**src/adrcf_pkg.sv**
```systemverilog
`timescale 1ns / 1ps
// Package for the fhan tracking differentiator: widths, register indexes,
// controller states, datapath commands and shared arithmetic helpers.
// No dependencies.
package adrcf_pkg;

    localparam int FRAC_BITS_DEF   = 16;
    localparam int STATE_WIDTH_DEF = 48;

    localparam int IN_W   = 32;
    localparam int OUT_W  = 48;
    localparam int CFG_W  = 24;
    localparam int IDX_W  = 2;
    localparam int R_W    = 24;
    localparam int H_W    = 24;
    localparam int N0_W   = 4;
    localparam int H0_W   = H_W + N0_W;
    localparam int HSQ_W  = 2 * H0_W - H_W;
    localparam int D_W    = R_W + HSQ_W;
    localparam int CNT_W  = 6;

    // shift-add multiplier: one 8-bit digit of the multiplier per cycle
    localparam int MUL_DIG   = 8;
    localparam int MUL_STEPS = 64 / MUL_DIG;
    // square root: two radicand bits per cycle over a 128-bit radicand
    localparam int SQRT_STEPS = 64;
    localparam int REM_W      = 68;

    localparam logic [CFG_W-1:0] GAIN_R_RST    = 24'd1000000;
    localparam logic [CFG_W-1:0] STEP_H_RST    = 24'd83886;
    localparam logic [N0_W-1:0]  FILTER_N0_RST = 4'd2;

    localparam logic [IDX_W-1:0] REG_GAIN_R    = 2'd0;
    localparam logic [IDX_W-1:0] REG_STEP_H    = 2'd1;
    localparam logic [IDX_W-1:0] REG_FILTER_N0 = 2'd2;

    localparam logic [63:0] INT64_MAX = 64'h7FFF_FFFF_FFFF_FFFF;
    localparam logic [63:0] INT64_MIN = 64'h8000_0000_0000_0000;

    typedef enum logic [4:0] {
        ST_IDLE, ST_HSQ, ST_D, ST_A0_INIT, ST_A0_MUL, ST_A0_FIN, ST_DIFF, ST_Y,
        ST_AY, ST_T, ST_DT_INIT, ST_DT_MUL, ST_SQ_INIT, ST_SQ, ST_HALF, ST_A,
        ST_FSEL, ST_NUM_INIT, ST_NUM_MUL, ST_DIV_INIT, ST_DIV, ST_FH_DIV,
        ST_X1_INIT, ST_X1_MUL, ST_X1_FIN, ST_X1, ST_X2_INIT, ST_X2_MUL,
        ST_X2_FIN, ST_X2, ST_DONE
    } ctrl_state_t;

    typedef enum logic [4:0] {
        OP_NONE, OP_LOAD, OP_HSQ, OP_D, OP_MUL_A0, OP_MUL_DT, OP_MUL_NUM,
        OP_MUL_X1, OP_MUL_X2, OP_MUL_STEP, OP_A0, OP_MFIN, OP_DIFF, OP_Y,
        OP_AY, OP_T, OP_SQ_INIT, OP_SQ_STEP, OP_HALF, OP_A, OP_FH_SAT,
        OP_DIV_INIT, OP_DIV_STEP, OP_FH_DIV, OP_X1, OP_X2, OP_OUT
    } dp_op_t;

    typedef struct packed {
        dp_op_t op;
    } dp_cmd_t;

    typedef struct packed {
        logic d_zero;
        logic a_band;
    } dp_status_t;

    // saturate a 65-bit signed sum to the signed 64-bit range
    function automatic logic [63:0] sat64(input logic signed [64:0] s);
        logic [63:0] res;
        if (s[64] != s[63]) begin
            res = s[64] ? INT64_MIN : INT64_MAX;
        end else begin
            res = s[63:0];
        end
        return res;
    endfunction

    function automatic logic [63:0] mag64(input logic [63:0] x);
        return x[63] ? (~x + 64'd1) : x;
    endfunction

    // (|x| * b) >> H_W, saturated to INT64_MAX magnitude, sign restored
    function automatic logic [63:0] mul_fin(input logic [127:0] p, input logic neg);
        logic [63:0] m;
        if ((|p[127:64+H_W]) || p[63+H_W]) begin
            m = INT64_MAX;
        end else begin
            m = p[63+H_W:H_W];
        end
        return neg ? (~m + 64'd1) : m;
    endfunction

endpackage

```
**src/adrcf_ctrl.sv**
```systemverilog
`timescale 1ns / 1ps
// Sequencer of the tracking differentiator: walks one sample through the datapath.
// Depends on adrcf_pkg.
module adrcf_ctrl #(
    parameter int FRAC_BITS = adrcf_pkg::FRAC_BITS_DEF
) (
    input  logic                   clk,
    input  logic                   rst_n,
    input  logic                   in_valid,
    output logic                   in_ready,
    output logic                   out_valid,
    input  logic                   out_ready,
    input  adrcf_pkg::dp_status_t  status,
    output adrcf_pkg::dp_cmd_t     cmd
);

    localparam int QUO_W = adrcf_pkg::H_W + FRAC_BITS;

    adrcf_pkg::ctrl_state_t           state_reg, state_next;
    logic [adrcf_pkg::CNT_W-1:0]      cnt_reg, cnt_next;
    logic                             out_valid_reg, out_valid_next;

    always_ff @(posedge clk or negedge rst_n)
    begin
        if (!rst_n)
        begin
            state_reg     <= adrcf_pkg::ST_IDLE;
            cnt_reg       <= '0;
            out_valid_reg <= 1'b0;
        end
        else
        begin
            state_reg     <= state_next;
            cnt_reg       <= cnt_next;
            out_valid_reg <= out_valid_next;
        end
    end

    always_comb
    begin
        state_next     = state_reg;
        cnt_next       = cnt_reg;
        out_valid_next = out_valid_reg & ~out_ready;
        cmd.op         = adrcf_pkg::OP_NONE;
        in_ready       = 1'b0;
        case (state_reg)
            adrcf_pkg::ST_IDLE:
            begin
                in_ready = 1'b1;
                if (in_valid)
                begin
                    cmd.op     = adrcf_pkg::OP_LOAD;
                    state_next = adrcf_pkg::ST_HSQ;
                end
            end
            adrcf_pkg::ST_HSQ:
            begin
                cmd.op     = adrcf_pkg::OP_HSQ;
                state_next = adrcf_pkg::ST_D;
            end
            adrcf_pkg::ST_D:
            begin
                cmd.op     = adrcf_pkg::OP_D;
                state_next = adrcf_pkg::ST_A0_INIT;
            end
            adrcf_pkg::ST_A0_INIT:
            begin
                cmd.op     = adrcf_pkg::OP_MUL_A0;
                cnt_next   = adrcf_pkg::CNT_W'(adrcf_pkg::MUL_STEPS - 1);
                state_next = adrcf_pkg::ST_A0_MUL;
            end
            adrcf_pkg::ST_A0_MUL:
            begin
                cmd.op   = adrcf_pkg::OP_MUL_STEP;
                cnt_next = cnt_reg - 1'b1;
                if (cnt_reg == '0)
                begin
                    state_next = adrcf_pkg::ST_A0_FIN;
                end
            end
            adrcf_pkg::ST_A0_FIN:
            begin
                cmd.op     = adrcf_pkg::OP_A0;
                state_next = adrcf_pkg::ST_DIFF;
            end
            adrcf_pkg::ST_DIFF:
            begin
                cmd.op     = adrcf_pkg::OP_DIFF;
                state_next = adrcf_pkg::ST_Y;
            end
            adrcf_pkg::ST_Y:
            begin
                cmd.op     = adrcf_pkg::OP_Y;
                state_next = adrcf_pkg::ST_AY;
            end
            adrcf_pkg::ST_AY:
            begin
                cmd.op     = adrcf_pkg::OP_AY;
                state_next = adrcf_pkg::ST_T;
            end
            adrcf_pkg::ST_T:
            begin
                cmd.op     = adrcf_pkg::OP_T;
                state_next = adrcf_pkg::ST_DT_INIT;
            end
            adrcf_pkg::ST_DT_INIT:
            begin
                cmd.op     = adrcf_pkg::OP_MUL_DT;
                cnt_next   = adrcf_pkg::CNT_W'(adrcf_pkg::MUL_STEPS - 1);
                state_next = adrcf_pkg::ST_DT_MUL;
            end
            adrcf_pkg::ST_DT_MUL:
            begin
                cmd.op   = adrcf_pkg::OP_MUL_STEP;
                cnt_next = cnt_reg - 1'b1;
                if (cnt_reg == '0)
                begin
                    state_next = adrcf_pkg::ST_SQ_INIT;
                end
            end
            adrcf_pkg::ST_SQ_INIT:
            begin
                cmd.op     = adrcf_pkg::OP_SQ_INIT;
                cnt_next   = adrcf_pkg::CNT_W'(adrcf_pkg::SQRT_STEPS - 1);
                state_next = adrcf_pkg::ST_SQ;
            end
            adrcf_pkg::ST_SQ:
            begin
                cmd.op   = adrcf_pkg::OP_SQ_STEP;
                cnt_next = cnt_reg - 1'b1;
                if (cnt_reg == '0)
                begin
                    state_next = adrcf_pkg::ST_HALF;
                end
            end
            adrcf_pkg::ST_HALF:
            begin
                cmd.op     = adrcf_pkg::OP_HALF;
                state_next = adrcf_pkg::ST_A;
            end
            adrcf_pkg::ST_A:
            begin
                cmd.op     = adrcf_pkg::OP_A;
                state_next = adrcf_pkg::ST_FSEL;
            end
            adrcf_pkg::ST_FSEL:
            begin
                // bang-bang value is written here; the linear zone overwrites it
                cmd.op = adrcf_pkg::OP_FH_SAT;
                if (!status.d_zero && status.a_band)
                begin
                    state_next = adrcf_pkg::ST_NUM_INIT;
                end
                else
                begin
                    state_next = adrcf_pkg::ST_X1_INIT;
                end
            end
            adrcf_pkg::ST_NUM_INIT:
            begin
                cmd.op     = adrcf_pkg::OP_MUL_NUM;
                cnt_next   = adrcf_pkg::CNT_W'(adrcf_pkg::MUL_STEPS - 1);
                state_next = adrcf_pkg::ST_NUM_MUL;
            end
            adrcf_pkg::ST_NUM_MUL:
            begin
                cmd.op   = adrcf_pkg::OP_MUL_STEP;
                cnt_next = cnt_reg - 1'b1;
                if (cnt_reg == '0)
                begin
                    state_next = adrcf_pkg::ST_DIV_INIT;
                end
            end
            adrcf_pkg::ST_DIV_INIT:
            begin
                cmd.op     = adrcf_pkg::OP_DIV_INIT;
                cnt_next   = adrcf_pkg::CNT_W'(QUO_W - 1);
                state_next = adrcf_pkg::ST_DIV;
            end
            adrcf_pkg::ST_DIV:
            begin
                cmd.op   = adrcf_pkg::OP_DIV_STEP;
                cnt_next = cnt_reg - 1'b1;
                if (cnt_reg == '0)
                begin
                    state_next = adrcf_pkg::ST_FH_DIV;
                end
            end
            adrcf_pkg::ST_FH_DIV:
            begin
                cmd.op     = adrcf_pkg::OP_FH_DIV;
                state_next = adrcf_pkg::ST_X1_INIT;
            end
            adrcf_pkg::ST_X1_INIT:
            begin
                cmd.op     = adrcf_pkg::OP_MUL_X1;
                cnt_next   = adrcf_pkg::CNT_W'(adrcf_pkg::MUL_STEPS - 1);
                state_next = adrcf_pkg::ST_X1_MUL;
            end
            adrcf_pkg::ST_X1_MUL:
            begin
                cmd.op   = adrcf_pkg::OP_MUL_STEP;
                cnt_next = cnt_reg - 1'b1;
                if (cnt_reg == '0)
                begin
                    state_next = adrcf_pkg::ST_X1_FIN;
                end
            end
            adrcf_pkg::ST_X1_FIN:
            begin
                cmd.op     = adrcf_pkg::OP_MFIN;
                state_next = adrcf_pkg::ST_X1;
            end
            adrcf_pkg::ST_X1:
            begin
                cmd.op     = adrcf_pkg::OP_X1;
                state_next = adrcf_pkg::ST_X2_INIT;
            end
            adrcf_pkg::ST_X2_INIT:
            begin
                cmd.op     = adrcf_pkg::OP_MUL_X2;
                cnt_next   = adrcf_pkg::CNT_W'(adrcf_pkg::MUL_STEPS - 1);
                state_next = adrcf_pkg::ST_X2_MUL;
            end
            adrcf_pkg::ST_X2_MUL:
            begin
                cmd.op   = adrcf_pkg::OP_MUL_STEP;
                cnt_next = cnt_reg - 1'b1;
                if (cnt_reg == '0)
                begin
                    state_next = adrcf_pkg::ST_X2_FIN;
                end
            end
            adrcf_pkg::ST_X2_FIN:
            begin
                cmd.op     = adrcf_pkg::OP_MFIN;
                state_next = adrcf_pkg::ST_X2;
            end
            adrcf_pkg::ST_X2:
            begin
                cmd.op     = adrcf_pkg::OP_X2;
                state_next = adrcf_pkg::ST_DONE;
            end
            adrcf_pkg::ST_DONE:
            begin
                // hold until the output register is free or drains this cycle
                if (!out_valid_reg || out_ready)
                begin
                    cmd.op         = adrcf_pkg::OP_OUT;
                    out_valid_next = 1'b1;
                    state_next     = adrcf_pkg::ST_IDLE;
                end
            end
            default:
            begin
                state_next = adrcf_pkg::ST_IDLE;
            end
        endcase
    end

    assign out_valid = out_valid_reg;

endmodule

```
**config.mk**
```make
export PLATFORM = sky130hd
export DESIGN_NAME = adrcf_ctrl
export DESIGN_NICKNAME = d
export VERILOG_FILES = /design/src/adrcf_pkg.sv /design/src/adrcf_ctrl.sv
export SDC_FILE = /design/constraint.sdc
export NUM_CORES = 1
export LEC_CHECK = 0
export BUFFER_PORTS_ARGS = -buffer_cell sky130_fd_sc_hd__buf_2
export CAP_MARGIN = 20
export CORE_MARGIN = 1.5
export CORE_UTILIZATION = 58
export DETAILED_ROUTE_END_ITERATION = 8
export GPL_ROUTABILITY_DRIVEN = 0
export PLACE_DENSITY = 0.82
export SLEW_MARGIN = 20
export SYNTH_ARGS = -nofsm -noshare
export SYNTH_HDL_FRONTEND = slang
export SYNTH_SLANG_ARGS = --single-unit
```
**constraint.sdc**
```tcl
create_clock -name clk -period 2.1 [get_ports clk]
set_input_delay 0.21 -clock clk [delete_from_list [all_inputs] [get_ports clk]]
set_output_delay 0.21 -clock clk [all_outputs]
set_load 0.05 [all_outputs]
```
Word-level counts from Yosys, hierarchy flattened
Cells that the tools add are included.
{"block": "word_totals", "regBits": 12, "input_bits": 6, "out_inout_bits": 7, "word_cells": 75}
{"block": "op_classes", "add_sub_neg": 1, "eq_ne": 39, "n_mux": 18, "n_bitwise": 2, "n_reduce_logical": 12}
{"cell": "5-bit case mux with 31 select lines", "n": 1}
{"cell": "5-bit case mux with 26 select lines", "n": 1}
{"cell": "5-bit equality test (second input constant)", "n": 15}
{"cell": "5-bit two-way mux", "n": 10}
{"cell": "5-bit by 4-bit equality test with 1-bit output (second input constant)", "n": 8}
{"cell": "6-bit case mux with 4 select lines", "n": 1}
{"cell": "5-bit by 3-bit equality test with 1-bit output (second input constant)", "n": 4}
{"cell": "2-bit != test (second input constant)", "n": 9}
{"cell": "5-bit by 2-bit equality test with 1-bit output (second input constant)", "n": 2}
{"cell": "5-bit OR reduction", "n": 2}
{"cell": "9-bit AND reduction", "n": 1}
{"cell": "7-bit OR reduction", "n": 1}
{"cell": "6-bit zero test", "n": 1}
{"cell": "6-bit by 1-bit subtractor with 6-bit output (second input constant)", "n": 1}
{"cell": "5-bit by 1-bit equality test with 1-bit output (second input constant)", "n": 1}
{"cell": "5-bit zero test", "n": 1}
{"cell": "1-bit two-way mux", "n": 4}
{"cell": "4-bit nonzero test", "n": 1}
{"cell": "3-bit two-way mux", "n": 1}
{"cell": "1-bit zero test", "n": 2}
{"cell": "2-bit OR reduction", "n": 1}
{"cell": "1-bit AND", "n": 1}
{"cell": "1-bit logical AND", "n": 1}
{"cell": "1-bit logical OR", "n": 1}
{"cell": "1-bit inverter", "n": 1}

Logic depth before layout (Yosys ltp)
Gate-level depths: netlist (run 1).
{"block": "depth", "word_depth": 4, "depth_mapped": 7, "mapped_depth_nobuf": 6}

Worst setup path before layout (run 1)
OpenSTA, ideal clock, no wires.
{"block": "synth_timing", "path_type": "register to register", "from": "register state_reg[0]", "to": "register state_reg[0]", "setup_ns": 0.125, "t_arrival_ns": 2.335, "required_ns": 1.975, "path_slack_ns": -0.360, "stages_incl_launch_ff": 7, "path_buffers": 1, "period_less_slack_ns": 2.460, "path_cell_list": "dfrtp_1 > buf_6 > nor2_1 > nor4b_2 > a21oi_2 > o21ai_4 > mux2_4"}
{"block": "synth_between", "elab_chain_cells": 3, "word_cells_on_any_way": 42, "classes_between": "eq/ne: 39; mux: 1; reduce/logical: 2"}
{"item": "from (decl)", "line_no": "adrcf_ctrl.sv:19", "rtl": "adrcf_pkg::ctrl_state_t state_reg, state_next;"}
{"item": "from (signal assigned)", "line_no": "adrcf_ctrl.sv:27", "rtl": "state_reg <= adrcf_pkg::ST_IDLE;"}
{"item": "from (signal assigned)", "line_no": "adrcf_ctrl.sv:33", "rtl": "state_reg <= state_next;"}
{"item": "5-bit equality test, or another cell as far along", "line_no": "adrcf_ctrl.sv:46", "rtl": "case (state_reg)"}
{"item": "2-bit != test (no source line)"}
{"item": "9-bit AND reduction (no source line)"}
Several ways; a longest one is shown, not always the timed one.
A chain may end at the register's enable or synchronous reset.

==> results of run 1 <==
[final cells by class]
| type | count | area [µm²] |
|---|---|---|
| repair buffers | 26 | 170 |
| well taps | 27 | 33.8 |
| multi-input cells | 118 | 816 |
| clock buffers | 4 | 36.3 |
| flip-flops and latches | 12 | 304 |
| fillers | 173 | 548 |
| inverters | 9 | 33.8 |
[worst max path at each step]
stage,cells after the start,to,slack (ns),from
after floorplan,6,state_reg[0],0.01,state_reg[0]
after global placement,5,state_reg[0],0.20,state_reg[2]
after detailed placement,5,state_reg[2],0.16,state_reg[2]
after CTS,6,cmd[4],0.03,state_reg[2]
after global routing,6,cmd[4],-0.03,state_reg[2]
final,6,cmd[4],0.03,state_reg[2]
[through the flow]
stage               cell area, µm²  hold slack [ns]
floorplan                     1210          -0.0856
global placement              1310            0.101
detailed placement            1310            0.109
CTS                           1360            0.336
global route                  1390            0.354
finish                        1390            0.327
[kinds of logic after synthesis]
logic type / count (synthesis)
simple gates: 47
fa+ha+maj: 1
xor+xnor: 3
buf+inv: 20
mux: 3
compound gates: 64
flops: 12
[layout by cell type, fill, tap and decap left out, types with 3 or more instances in the layout]
master / count
sky130_fd_sc_hd__a21oi_1: 14
sky130_fd_sc_hd__a31oi_1: 3
sky130_fd_sc_hd__buf_2: 11
sky130_fd_sc_hd__buf_4: 14
sky130_fd_sc_hd__clkbuf_4: 3
sky130_fd_sc_hd__dfrtp_1: 9
sky130_fd_sc_hd__dfrtp_2: 3
sky130_fd_sc_hd__inv_1: 7
sky130_fd_sc_hd__nand2_1: 11
sky130_fd_sc_hd__nand2b_1: 3
sky130_fd_sc_hd__nand3_1: 3
sky130_fd_sc_hd__nor2_1: 11
sky130_fd_sc_hd__nor2b_1: 5
sky130_fd_sc_hd__nor3_1: 4
sky130_fd_sc_hd__o211ai_1: 5
sky130_fd_sc_hd__o21ai_0: 10
sky130_fd_sc_hd__o21ai_1: 4
sky130_fd_sc_hd__o2bb2ai_1: 3
sky130_fd_sc_hd__o31ai_1: 3
[routing by layer]
| layer | track usage | wire, µm | up-vias |
|---|---|---|---|
| li1 | - | - | 593 |
| met1 | 0.364 | 1380 | 600 |
| met2 | 0.456 | 1520 | 53 |
| met3 | 0.0340 | 221 | 11 |
| met4 | 0.0905 | 91 | 0 |
| met5 | 0 | 0 | - |
[power breakdown]
| group | leakage (µW) | internal, µW | switching [µW] |
|---|---|---|---|
| clock network | 0.0000210 | 106 | 95.4 |
| registers | 0.000129 | 231 | 0.0000000000000405 |
| logic | 0.000451 | 5.39 | 7.27 |
| total | 0.000601 | 342 | 103 |
[repair_timing]
item                                   in CTS  in global routing
endpoints found under the hold margin      12                  0
buffers inserted                            0                  4
setup endpoints to repair                   3                  2
hold buffers                                1                  0
resized for setup                           3                  2
==> results.txt, run 1 <==
----------------------------------------------------
[Run status]
  Status ... completed

[Final layout]
  Ratio of cells with drive above 1 in the final layout ... 0.278
  Layout-stage area growth over the synthesis result ... 17.0%
  Utilization after layout ... 0.718
  Antenna fix cells ... 0
  Largest register FFs ... 6
  Number of nets in the finished design ... 177
  Number of cells in the finished layout apart from fillers ... 196

[Synth]
  Synth Flop Type ... sky130_fd_sc_hd__dfrtp_1
  Synth top area share ... 0.252
  Post-synthesis compound-gate area fraction ... 0.390
  Dominant combinational cell family by area after synthesis ... compound AO/OA/AOI/OAI gates
  Cell types with the largest area share after synthesis ... sky130_fd_sc_hd__dfrtp_1 (25%), sky130_fd_sc_hd__a21oi_1 (5.9%), sky130_fd_sc_hd__o21ai_0 (4.6%), sky130_fd_sc_hd__nor2_1 (3.8%), sky130_fd_sc_hd__nand2_1 (3.5%)
  Synth Instances ... 150
  Most frequently used cell type in the post-synthesis netlist ... sky130_fd_sc_hd__a21oi_1
  Synthesized area per cell ... slightly below 8 µm²
  Number of enable flip-flop cells after synthesis ... 0
  Top post-synthesis cells by count ... sky130_fd_sc_hd__a21oi_1 (14), sky130_fd_sc_hd__dfrtp_1 (12), sky130_fd_sc_hd__nor2_1 (12)
  Share of flip-flops with an asynchronous set or reset after synthesis ... 1.00
  Seq/Total Area, Yosys ... 0.252
  Area share of fa/ha/maj cells after synthesis ... 0.0105
  Count of synthesis-stage warnings from yosys ... 0
  Mapped Nets ... 157
  Library cells used by synthesis ... 49
  Basic-gate share of the synthesized area counting and, or, nand and nor cells ... 0.214
  Xor-xnor portion of the synthesized cell area ... 0.0221
  Yosys reg bits ... 12
  Cell type contributing the most total cell area after synthesis ... sky130_fd_sc_hd__dfrtp_1
  Mux share of post-synthesis cell area ... 0.0336
  Netlist Area Pre-Place ... 1190 µm²

[Detailed routing]
  Average routed wire per standard cell ... approximately 16 µm
  Post-detailed-route count of antenna-violating nets ... 0
  Total wirelength of the detailed-routed design ... between 3 and 4 mm
  DRT Pass-1 Iters ... 5
  Ratio of routed vias to standard cells ... 6.41
  DRC violation count after routing ... 0
  Violation count after the first detailed-routing iteration ... 49
  Vias ... roughly 1300

[Floorplanning]
  Standard-cell rows ... 16
  Starting density of the core ... 0.613
  Core region area ... just under 2000 µm²
  DIE WIDTH ... 48.3 µm
  Full die area ... about 2300 µm²
  Die Y ... between 40 and 50 µm
  Number of top-level pins ... 13

[Clock network]
  Clock root buffer ... sky130_fd_sc_hd__clkbuf_4
  Number of sinks driven by the clock tree ... 12
  Largest buffer count on any clock path ... 2
  Number of H-tree levels ... 1
  Clock slew at the register clock pins of the worst setup and hold paths ... roughly 0.09 ns
  Clock buffer count from CTS ... 3
  TritonCTS clock tree ... done
  Insertion delay of the later-clocked pin in the worst-skew pair ... 0.29 ns

[Timing]
  Total of endpoints with negative setup slack in the final report ... 0
  PnR worst setup slack ... 0.0343 ns
  Final clock skew ... 0.00395 ns
  Final sum of negative setup slack ... 0 ns
  Slew at the pin with the worst max-slew slack ... 0.500 ns
  Fmax ... 0.484 GHz
  Final Slew Violations ... 0
  Final worst-path cycle share ... 0.984
  Number of hold violations in the final report ... 0
  Fin crit period ... ~2.1 ns
  Relative slew margins ... 0.664

[Power and ir drop]
  Worst IR Drop VDD ... 0.340 mV
  Total design power ... 445 µW
  Pwr/cell area ... 319 nW/µm²
  Static leakage ... 0.000601 µW

[Worst setup path]
  Longest individual stage delay on the worst path ... 0.48 ns
  Crit path cell chain ... buf_4 > nand2_1 > nor2_1 > a22oi_1 > o21ai_1 > buf_2
  R2R Path End ... state_reg[2]
  Slowest cell on the critical path ... sky130_fd_sc_hd__dfrtp_2
  Type of origin of the critical path ... register
  Endpoint type of the worst setup path ... primary output
  Worst path required time ... around 1.9 ns
  Crit Path Category ... register to primary output
  Kind of cell adding the most delay to the critical path ... flip-flops
  FF-to-FF setup slack ... 0.22 ns
  Critical path data arrival time ... roughly 1.9 ns
  Maximum fanout encountered on the critical timing path ... 10
  FF-to-FF path depth ... 5
  Count of buffering cells on the critical path with inverters included ... 2
  RR Startpoint ... state_reg[0]

[Global routing]
  Wire length of the first global-routing pass ... between 5 and 6 mm
  Via count of the first global-routing pass ... 1113
  Total congestion overflow after global routing ... 0
  Overall routing resource usage ... 0.271
  Largest net degree at the start of global routing ... 19
  Number of antenna violations at the first check in global routing ... 0

[Worst hold path]
  Worst hold-check path type ... input pin to async pin

[Placed design]
  Detailed placer's ending HPWL ... 2.15 mm
  Post-place setup slack ... approximately 0.16 ns
  PortBufs ... 12
  Placed Cells incl. Taps ... 187

[Job]
  Max cap viols ... 0

----------------------------------------------------
Power figures use the tool's default switching activity.
==> run 2, diff against run 1 <==
- CORE_UTILIZATION: 58 -> 41
- PLACE_DENSITY: 0.82 -> 0.62
==> results.txt, run 2 (synthesis results as in run 1) <==
----------------------------------------------------
[Detailed routing]
  Vias ... 1223 (-2.7%)
  DRT Pass-1 Iters ... 4 (-1)
  DRC violation count after routing ... 0 (unchanged)
  Average routed wire per standard cell ... 16.2 µm (-0.95%)
  Violation count after the first detailed-routing iteration ... 50 (+2.0%)
  Ratio of routed vias to standard cells ... 6.18 (-3.7%)
  Total wirelength of the detailed-routed design ... 3.22 mm (about the same)
  Post-detailed-route count of antenna-violating nets ... 0 (unchanged)

[Clock network]
  Clock slew at the register clock pins of the worst setup and hold paths ... 0.07 ns (-0.02 ns)
  Number of H-tree levels ... 1 (unchanged)
  Insertion delay of the later-clocked pin in the worst-skew pair ... 0.28 ns (about the same)
  Clock root buffer ... sky130_fd_sc_hd__clkbuf_4
  Clock buffer count from CTS ... 3 (unchanged)
  Largest buffer count on any clock path ... 2 (unchanged)
  TritonCTS clock tree ... done
  Number of sinks driven by the clock tree ... 12 (unchanged)

[Placed design]
  PortBufs ... 12 (unchanged)
  Detailed placer's ending HPWL ... 2.35 mm (+9.2%)

[Power and ir drop]
  Pwr/cell area ... 278 nW/µm² (-13%)
  Fraction of power consumed by the clock network ... 0.370 (-0.082)
  Switching power summed over all nets ... 83.8 µW (-18%)
  Logic pwr share ... 0.033 (+0.005)
  Worst IR Drop VDD ... 0.223 mV (-35%)
  Cell-internal power ... 303 µW (-11%)
  Net Sw Frac ... 0.217 (-0.0142)
  Total design power ... 387 µW (-13%)
  Sequential fraction of design power ... 0.597 (+0.078)
  Static leakage ... 0.000596 µW (-0.88%)

[Run status]
  Status ... completed

[Floorplanning]
  Die Y ... 56.9 µm (+18%)
  Core region area ... 2760 µm² (+42%)
  Starting density of the core ... 0.432 (-0.181)
  Standard-cell rows ... 19 (+3)
  DIE WIDTH ... 56.9 µm (+18%)
  Number of top-level pins ... 13 (unchanged)
  Full die area ... 3240 µm² (+39%)

[Timing]
  Fmax ... 0.503 GHz (+3.8%)
  Final clock skew ... 0.00477 ns (+0.000819 ns)
  RSZ-0062 raised after global routing ... false
  Slew at the pin with the worst max-slew slack ... 0.453 ns (-0.0474 ns)
  Final sum of negative setup slack ... 0 ns (unchanged)
  Number of hold violations in the final report ... 0 (unchanged)
  Final worst-path cycle share ... 0.948 (-0.0360)
  Relative slew margins ... 0.696 (+0.0318)
  Final Slew Violations ... 0 (unchanged)
  Total of endpoints with negative setup slack in the final report ... 0 (unchanged)
  Fin crit period ... 1.99 ns (-0.0756 ns)

[Final layout]
  Most frequent standard cell in the layout excluding fill and tap cells ... sky130_fd_sc_hd__a21oi_1
  Layout-stage area growth over the synthesis result ... 16.9% (about the same)
  Number of nets in the finished design ... 176 (-0.56%)
  Largest register FFs ... 6 (unchanged)
  Ratio of cells with drive above 1 in the final layout ... 0.275 (-0.00266)
  Commonest cells after routing, fill and taps aside ... sky130_fd_sc_hd__a21oi_1 (14), sky130_fd_sc_hd__buf_4 (12), sky130_fd_sc_hd__nand2_1 (11), sky130_fd_sc_hd__nor2_1 (10)
  Layout fillers ... 264 (+53%)
  Antenna fix cells ... 0 (unchanged)

[Global routing]
  Via count of the first global-routing pass ... 1139 (+2.3%)
  Wire length of the first global-routing pass ... 5.35 mm (+5.6%)
  Number of antenna violations at the first check in global routing ... 0 (unchanged)
  Overall routing resource usage ... 0.209 (-0.0622)
  Total congestion overflow after global routing ... 0 (unchanged)
  Largest net degree at the start of global routing ... 18 (-1)

[Worst setup path]
  Worst path required time ... 1.89 ns (about the same)
  Maximum fanout encountered on the critical timing path ... 14 (+4)
  R2R Path End ... cnt_reg[3]
  Crit Path Category ... register to primary output
  Type of origin of the critical path ... register
  FF-to-FF setup slack ... 0.17 ns (-0.05 ns)
  RR Startpoint ... state_reg[0]
  FF-to-FF path depth ... 7 (+2)
  Endpoint type of the worst setup path ... primary output
  Critical path data arrival time ... 1.78 ns (-0.08 ns)

[Worst hold path]
  Worst hold-check path type ... input pin to async pin

[Job]
  Max cap viols ... 0 (unchanged)

----------------------------------------------------
[run 2: through the flow]
step	util	hold WS [ns]	worst slack [ns]	cells	instance area (µm²)
floorplan	-	-0.0856	0.0143	150	1210
global placement	0.482	0.109	0.262	193	1330
detailed placement	0.482	0.106	0.235	193	1330
CTS	0.495	0.340	0.00516	197	1370
global route	0.505	0.340	0.0149	198	1390
finish	0.505	0.334	0.110	198	1390
[run 2: layout make-up]
class	instances	area [µm²]	area share
clock buffer	3	22.5	0.0162
inverter	9	33.8	0.0243
multi-input combinational	118	818	0.588
sequential	12	304	0.218
tap	31	38.8	0.0279
timing repair buffer	25	175	0.126
[run 2: critical path, stage by stage (launching register included)]
cell and delay, ns:
sky130_fd_sc_hd__dfrtp_2 0.46, sky130_fd_sc_hd__buf_4 0.21, sky130_fd_sc_hd__nor2b_1 0.16, sky130_fd_sc_hd__a21oi_1 0.16, sky130_fd_sc_hd__a21oi_1 0.05, sky130_fd_sc_hd__a221o_1 0.25
sky130_fd_sc_hd__buf_2 0.21
[run 2: timing repair]
item,in CTS,in global routing
endpoints found under the hold margin,12,0
resized for setup,2,10
setup buffers,0,1
endpoints found under the setup margin,2,5
gates cloned,0,0
hold buffers,1,0
[run 2: power by group through the flow]
stage,sequential (µW),clock (µW),combinational (µW)
floorplan,236,0,1.91
global placement,235,0,11.5
detailed placement,235,0,11.5
CTS,231,148,12.9
global route,231,169,14.2
finish,231,143,12.7
[run 2: per-layer routing]
metal	wire (µm)	vias to the layer above	share of wire	global-route usage
met5	0	-	0	0
met3	324	0	0.10	0.0783
li1	-	589	-	-
met4	0	0	0	0.0598
met1	1460	557	0.45	0.294
met2	1440	77	0.45	0.300
[run 2: worst max path at each step]
stage            startpoint      endpoint  slack [ns]  cells after the start
2_1_floorplan  state_reg[0]  state_reg[0]        0.01                      6
3_3_place_gp   state_reg[3]    cnt_reg[3]        0.26                      5
3_5_place_dp   state_reg[2]  state_reg[0]        0.24                      5
4_1_cts        state_reg[4]        cmd[0]       0.005                      7
5_1_grt        state_reg[2]        cmd[3]        0.01                      6
6_report       state_reg[2]        cmd[3]        0.11                      6
==> run 3, diff against run 2 <==
- clock period: 2.1 -> 2.22 ns (I/O delays scaled with it)
==> results.txt, run 3 (synthesis results as in run 1) <==
----------------------------------------------------
[Clock network]
  Number of post-CTS setup repair buffers ... 0 (unchanged)
  Clock buffer count from CTS ... 3 (unchanged)
  Largest buffer count on any clock path ... 2 (unchanged)
  Number of sinks driven by the clock tree ... 12 (unchanged)
  Number of H-tree levels ... 1 (unchanged)
  Clock root buffer ... sky130_fd_sc_hd__clkbuf_4
  Insertion delay of the later-clocked pin in the worst-skew pair ... 0.29 ns (about the same)
  TritonCTS clock tree ... done
  Clock slew at the register clock pins of the worst setup and hold paths ... 0.08 ns (about the same)

[Final layout]
  Layout-stage area growth over the synthesis result ... 14.8%
  Antenna fix cells ... 0 (unchanged)
  Commonest cells after routing, fill and taps aside ... sky130_fd_sc_hd__a21oi_1 (14), sky130_fd_sc_hd__nand2_1 (11)
  Most frequent standard cell in the layout excluding fill and tap cells ... sky130_fd_sc_hd__a21oi_1
  Number of nets in the finished design ... 173 (-1.7%)
  Utilization after layout ... 0.496 (-0.00907)
  Largest register FFs ... 6 (unchanged)
  Ratio of cells with drive above 1 in the final layout ... 0.261 (-0.0148)
  Number of cells in the finished layout apart from fillers ... 196 (-1.0%)

[Detailed routing]
  Ratio of routed vias to standard cells ... 6.11 (-1.0%)
  DRT Pass-1 Iters ... 4 (unchanged)
  Total wirelength of the detailed-routed design ... 3.25 mm (+1.1%)
  DRC violation count after routing ... 0 (unchanged)
  Post-detailed-route count of antenna-violating nets ... 0 (unchanged)
  Vias ... 1198 (-2.0%)
  Average routed wire per standard cell ... 16.6 µm (+2.1%)
  Violation count after the first detailed-routing iteration ... 49 (-2.0%)

[Worst setup path]
  Worst path required time ... 2.00 ns (+0.11 ns)
  Maximum fanout encountered on the critical timing path ... 15 (+1)
  Critical path data arrival time ... 1.91 ns (+0.13 ns)
  FF-to-FF setup slack ... 0.23 ns (+0.06 ns)
  Endpoint type of the worst setup path ... primary output
  Type of origin of the critical path ... register
  Crit Path Category ... register to primary output

[Timing]
  Final clock skew ... 0.00482 ns (+0.0000514 ns)
  Slew at the pin with the worst max-slew slack ... 0.541 ns (+0.0877 ns)
  Fmax ... 0.468 GHz
  Final worst-path cycle share ... 0.962
  Fin crit period ... 2.14 ns
  Relative slew margins ... 0.639 (-0.0562)
  Final Slew Violations ... 0 (unchanged)
  Final sum of negative setup slack ... 0 ns (unchanged)
  RSZ-0062 raised after global routing ... false
  Total of endpoints with negative setup slack in the final report ... 0 (unchanged)
  Number of hold violations in the final report ... 0 (unchanged)

[Power and ir drop]
  Pwr/cell area ... 302 nW/µm² (+8.8%)
  Cell-internal power ... 323 µW (+6.8%)
  Worst IR Drop VDD ... 0.234 mV (+5.0%)
  Sequential fraction of design power ... 0.528 (-0.069)
  Switching power summed over all nets ... 89.6 µW (+7.0%)
  Static leakage ... 0.000586 µW (-1.6%)
  Net Sw Frac ... 0.217 (+0.000220)
  Logic pwr share ... 0.029 (-0.004)
  Fraction of power consumed by the clock network ... 0.443 (+0.073)
  Total design power ... 413 µW (+6.9%)

[Floorplanning]
  Core region area ... 2760 µm² (unchanged)
  Die Y ... 56.9 µm (unchanged)
  Standard-cell rows ... 19 (unchanged)
  Full die area ... 3240 µm² (unchanged)
  DIE WIDTH ... 56.9 µm (unchanged)
  Starting density of the core ... 0.432 (unchanged)
  Number of top-level pins ... 13 (unchanged)

[Placed design]
  Detailed placer's ending HPWL ... 2.33 mm (-1.0%)
  PortBufs ... 12 (unchanged)
  Placed Cells incl. Taps ... 191 (-1.0%)

[Global routing]
  Via count of the first global-routing pass ... 1090 (-4.3%)
  Number of antenna violations at the first check in global routing ... 0 (unchanged)
  Wire length of the first global-routing pass ... 5.51 mm (+3.1%)
  Overall routing resource usage ... 0.216 (+0.00642)
  Total congestion overflow after global routing ... 0 (unchanged)
  Largest net degree at the start of global routing ... 19 (+1)

[Worst hold path]
  Worst hold-check path type ... input pin to async pin

[Run status]
  Status ... completed

[Job]
  Max cap viols ... 0 (unchanged)

----------------------------------------------------
-- run 3: cell count changes in the layout (fill, tap and decap cells not counted), sizes merged --
| cell | change |
|---|---|
| buf | -3 |
| clkbuf | +1 |
-- run 3: power groups by stage --
stage | clock network, µW | logic, µW | registers, µW
after floorplan | 0 | 1.81 | 223
after global placement | 0 | 10.8 | 223
after detailed placement | 0 | 10.8 | 223
after CTS | 187 | 12.2 | 218
after global routing | 203 | 13.0 | 218
final | 183 | 11.8 | 218
-- run 3: what timing repair did --
item,4_1_cts,5_1_grt
endpoints found under the hold margin,12,0
pin swaps,0,0
resized for setup,1,7
hold buffers,1,0
setup endpoints to repair,1,4
-- run 3: final timing paths --
kind	cells past startpoint	start	endpoint
worst max-delay path	5	state_reg[0]	cmd[0]
worst min-delay path	2	rst_n	out_valid
worst max register to register	5	state_reg[0]	state_reg[0]
worst min register to register	1	cnt_reg[0]	cnt_reg[0]
max in group asynchronous	2	rst_n	state_reg[3]
min in group clk	5	in_valid	state_reg[4]
-- run 3: worst max-delay path, cell delays in order (launching register included) --
cell and delay, ns:
sky130_fd_sc_hd__dfrtp_1 0.69, sky130_fd_sc_hd__buf_4 0.29, sky130_fd_sc_hd__nor3_1 0.08, sky130_fd_sc_hd__a211oi_1 0.23, sky130_fd_sc_hd__o211ai_1 0.11, sky130_fd_sc_hd__buf_2 0.22
-- run 3: layout make-up --
cell class,count,area [µm²]
fillers,284,1390
multi-input cells,118,812
flip-flops and latches,12,304
repair buffers,22,143
well taps,31,38.8
clock buffers,4,36.3
inverters,9,33.8
-- run 3: layer usage --
metal,up-vias,GRT usage,part of all wire
met5,-,0,0
met4,0,0.0532,0.0092
met3,4,0.0530,0.058
met2,40,0.348,0.49
met1,571,0.290,0.44
li1,583,-,-
-- run 3: metrics by stage --
step	instance area (µm²)	setup WS [ns]	hold WS, ns
floorplan	1200	0.0196	-0.0736
global route	1370	0.00172	0.340
detailed placement	1310	0.265	0.118
CTS	1360	0.0579	0.341
global placement	1310	0.255	0.115
finish	1370	0.0840	0.329
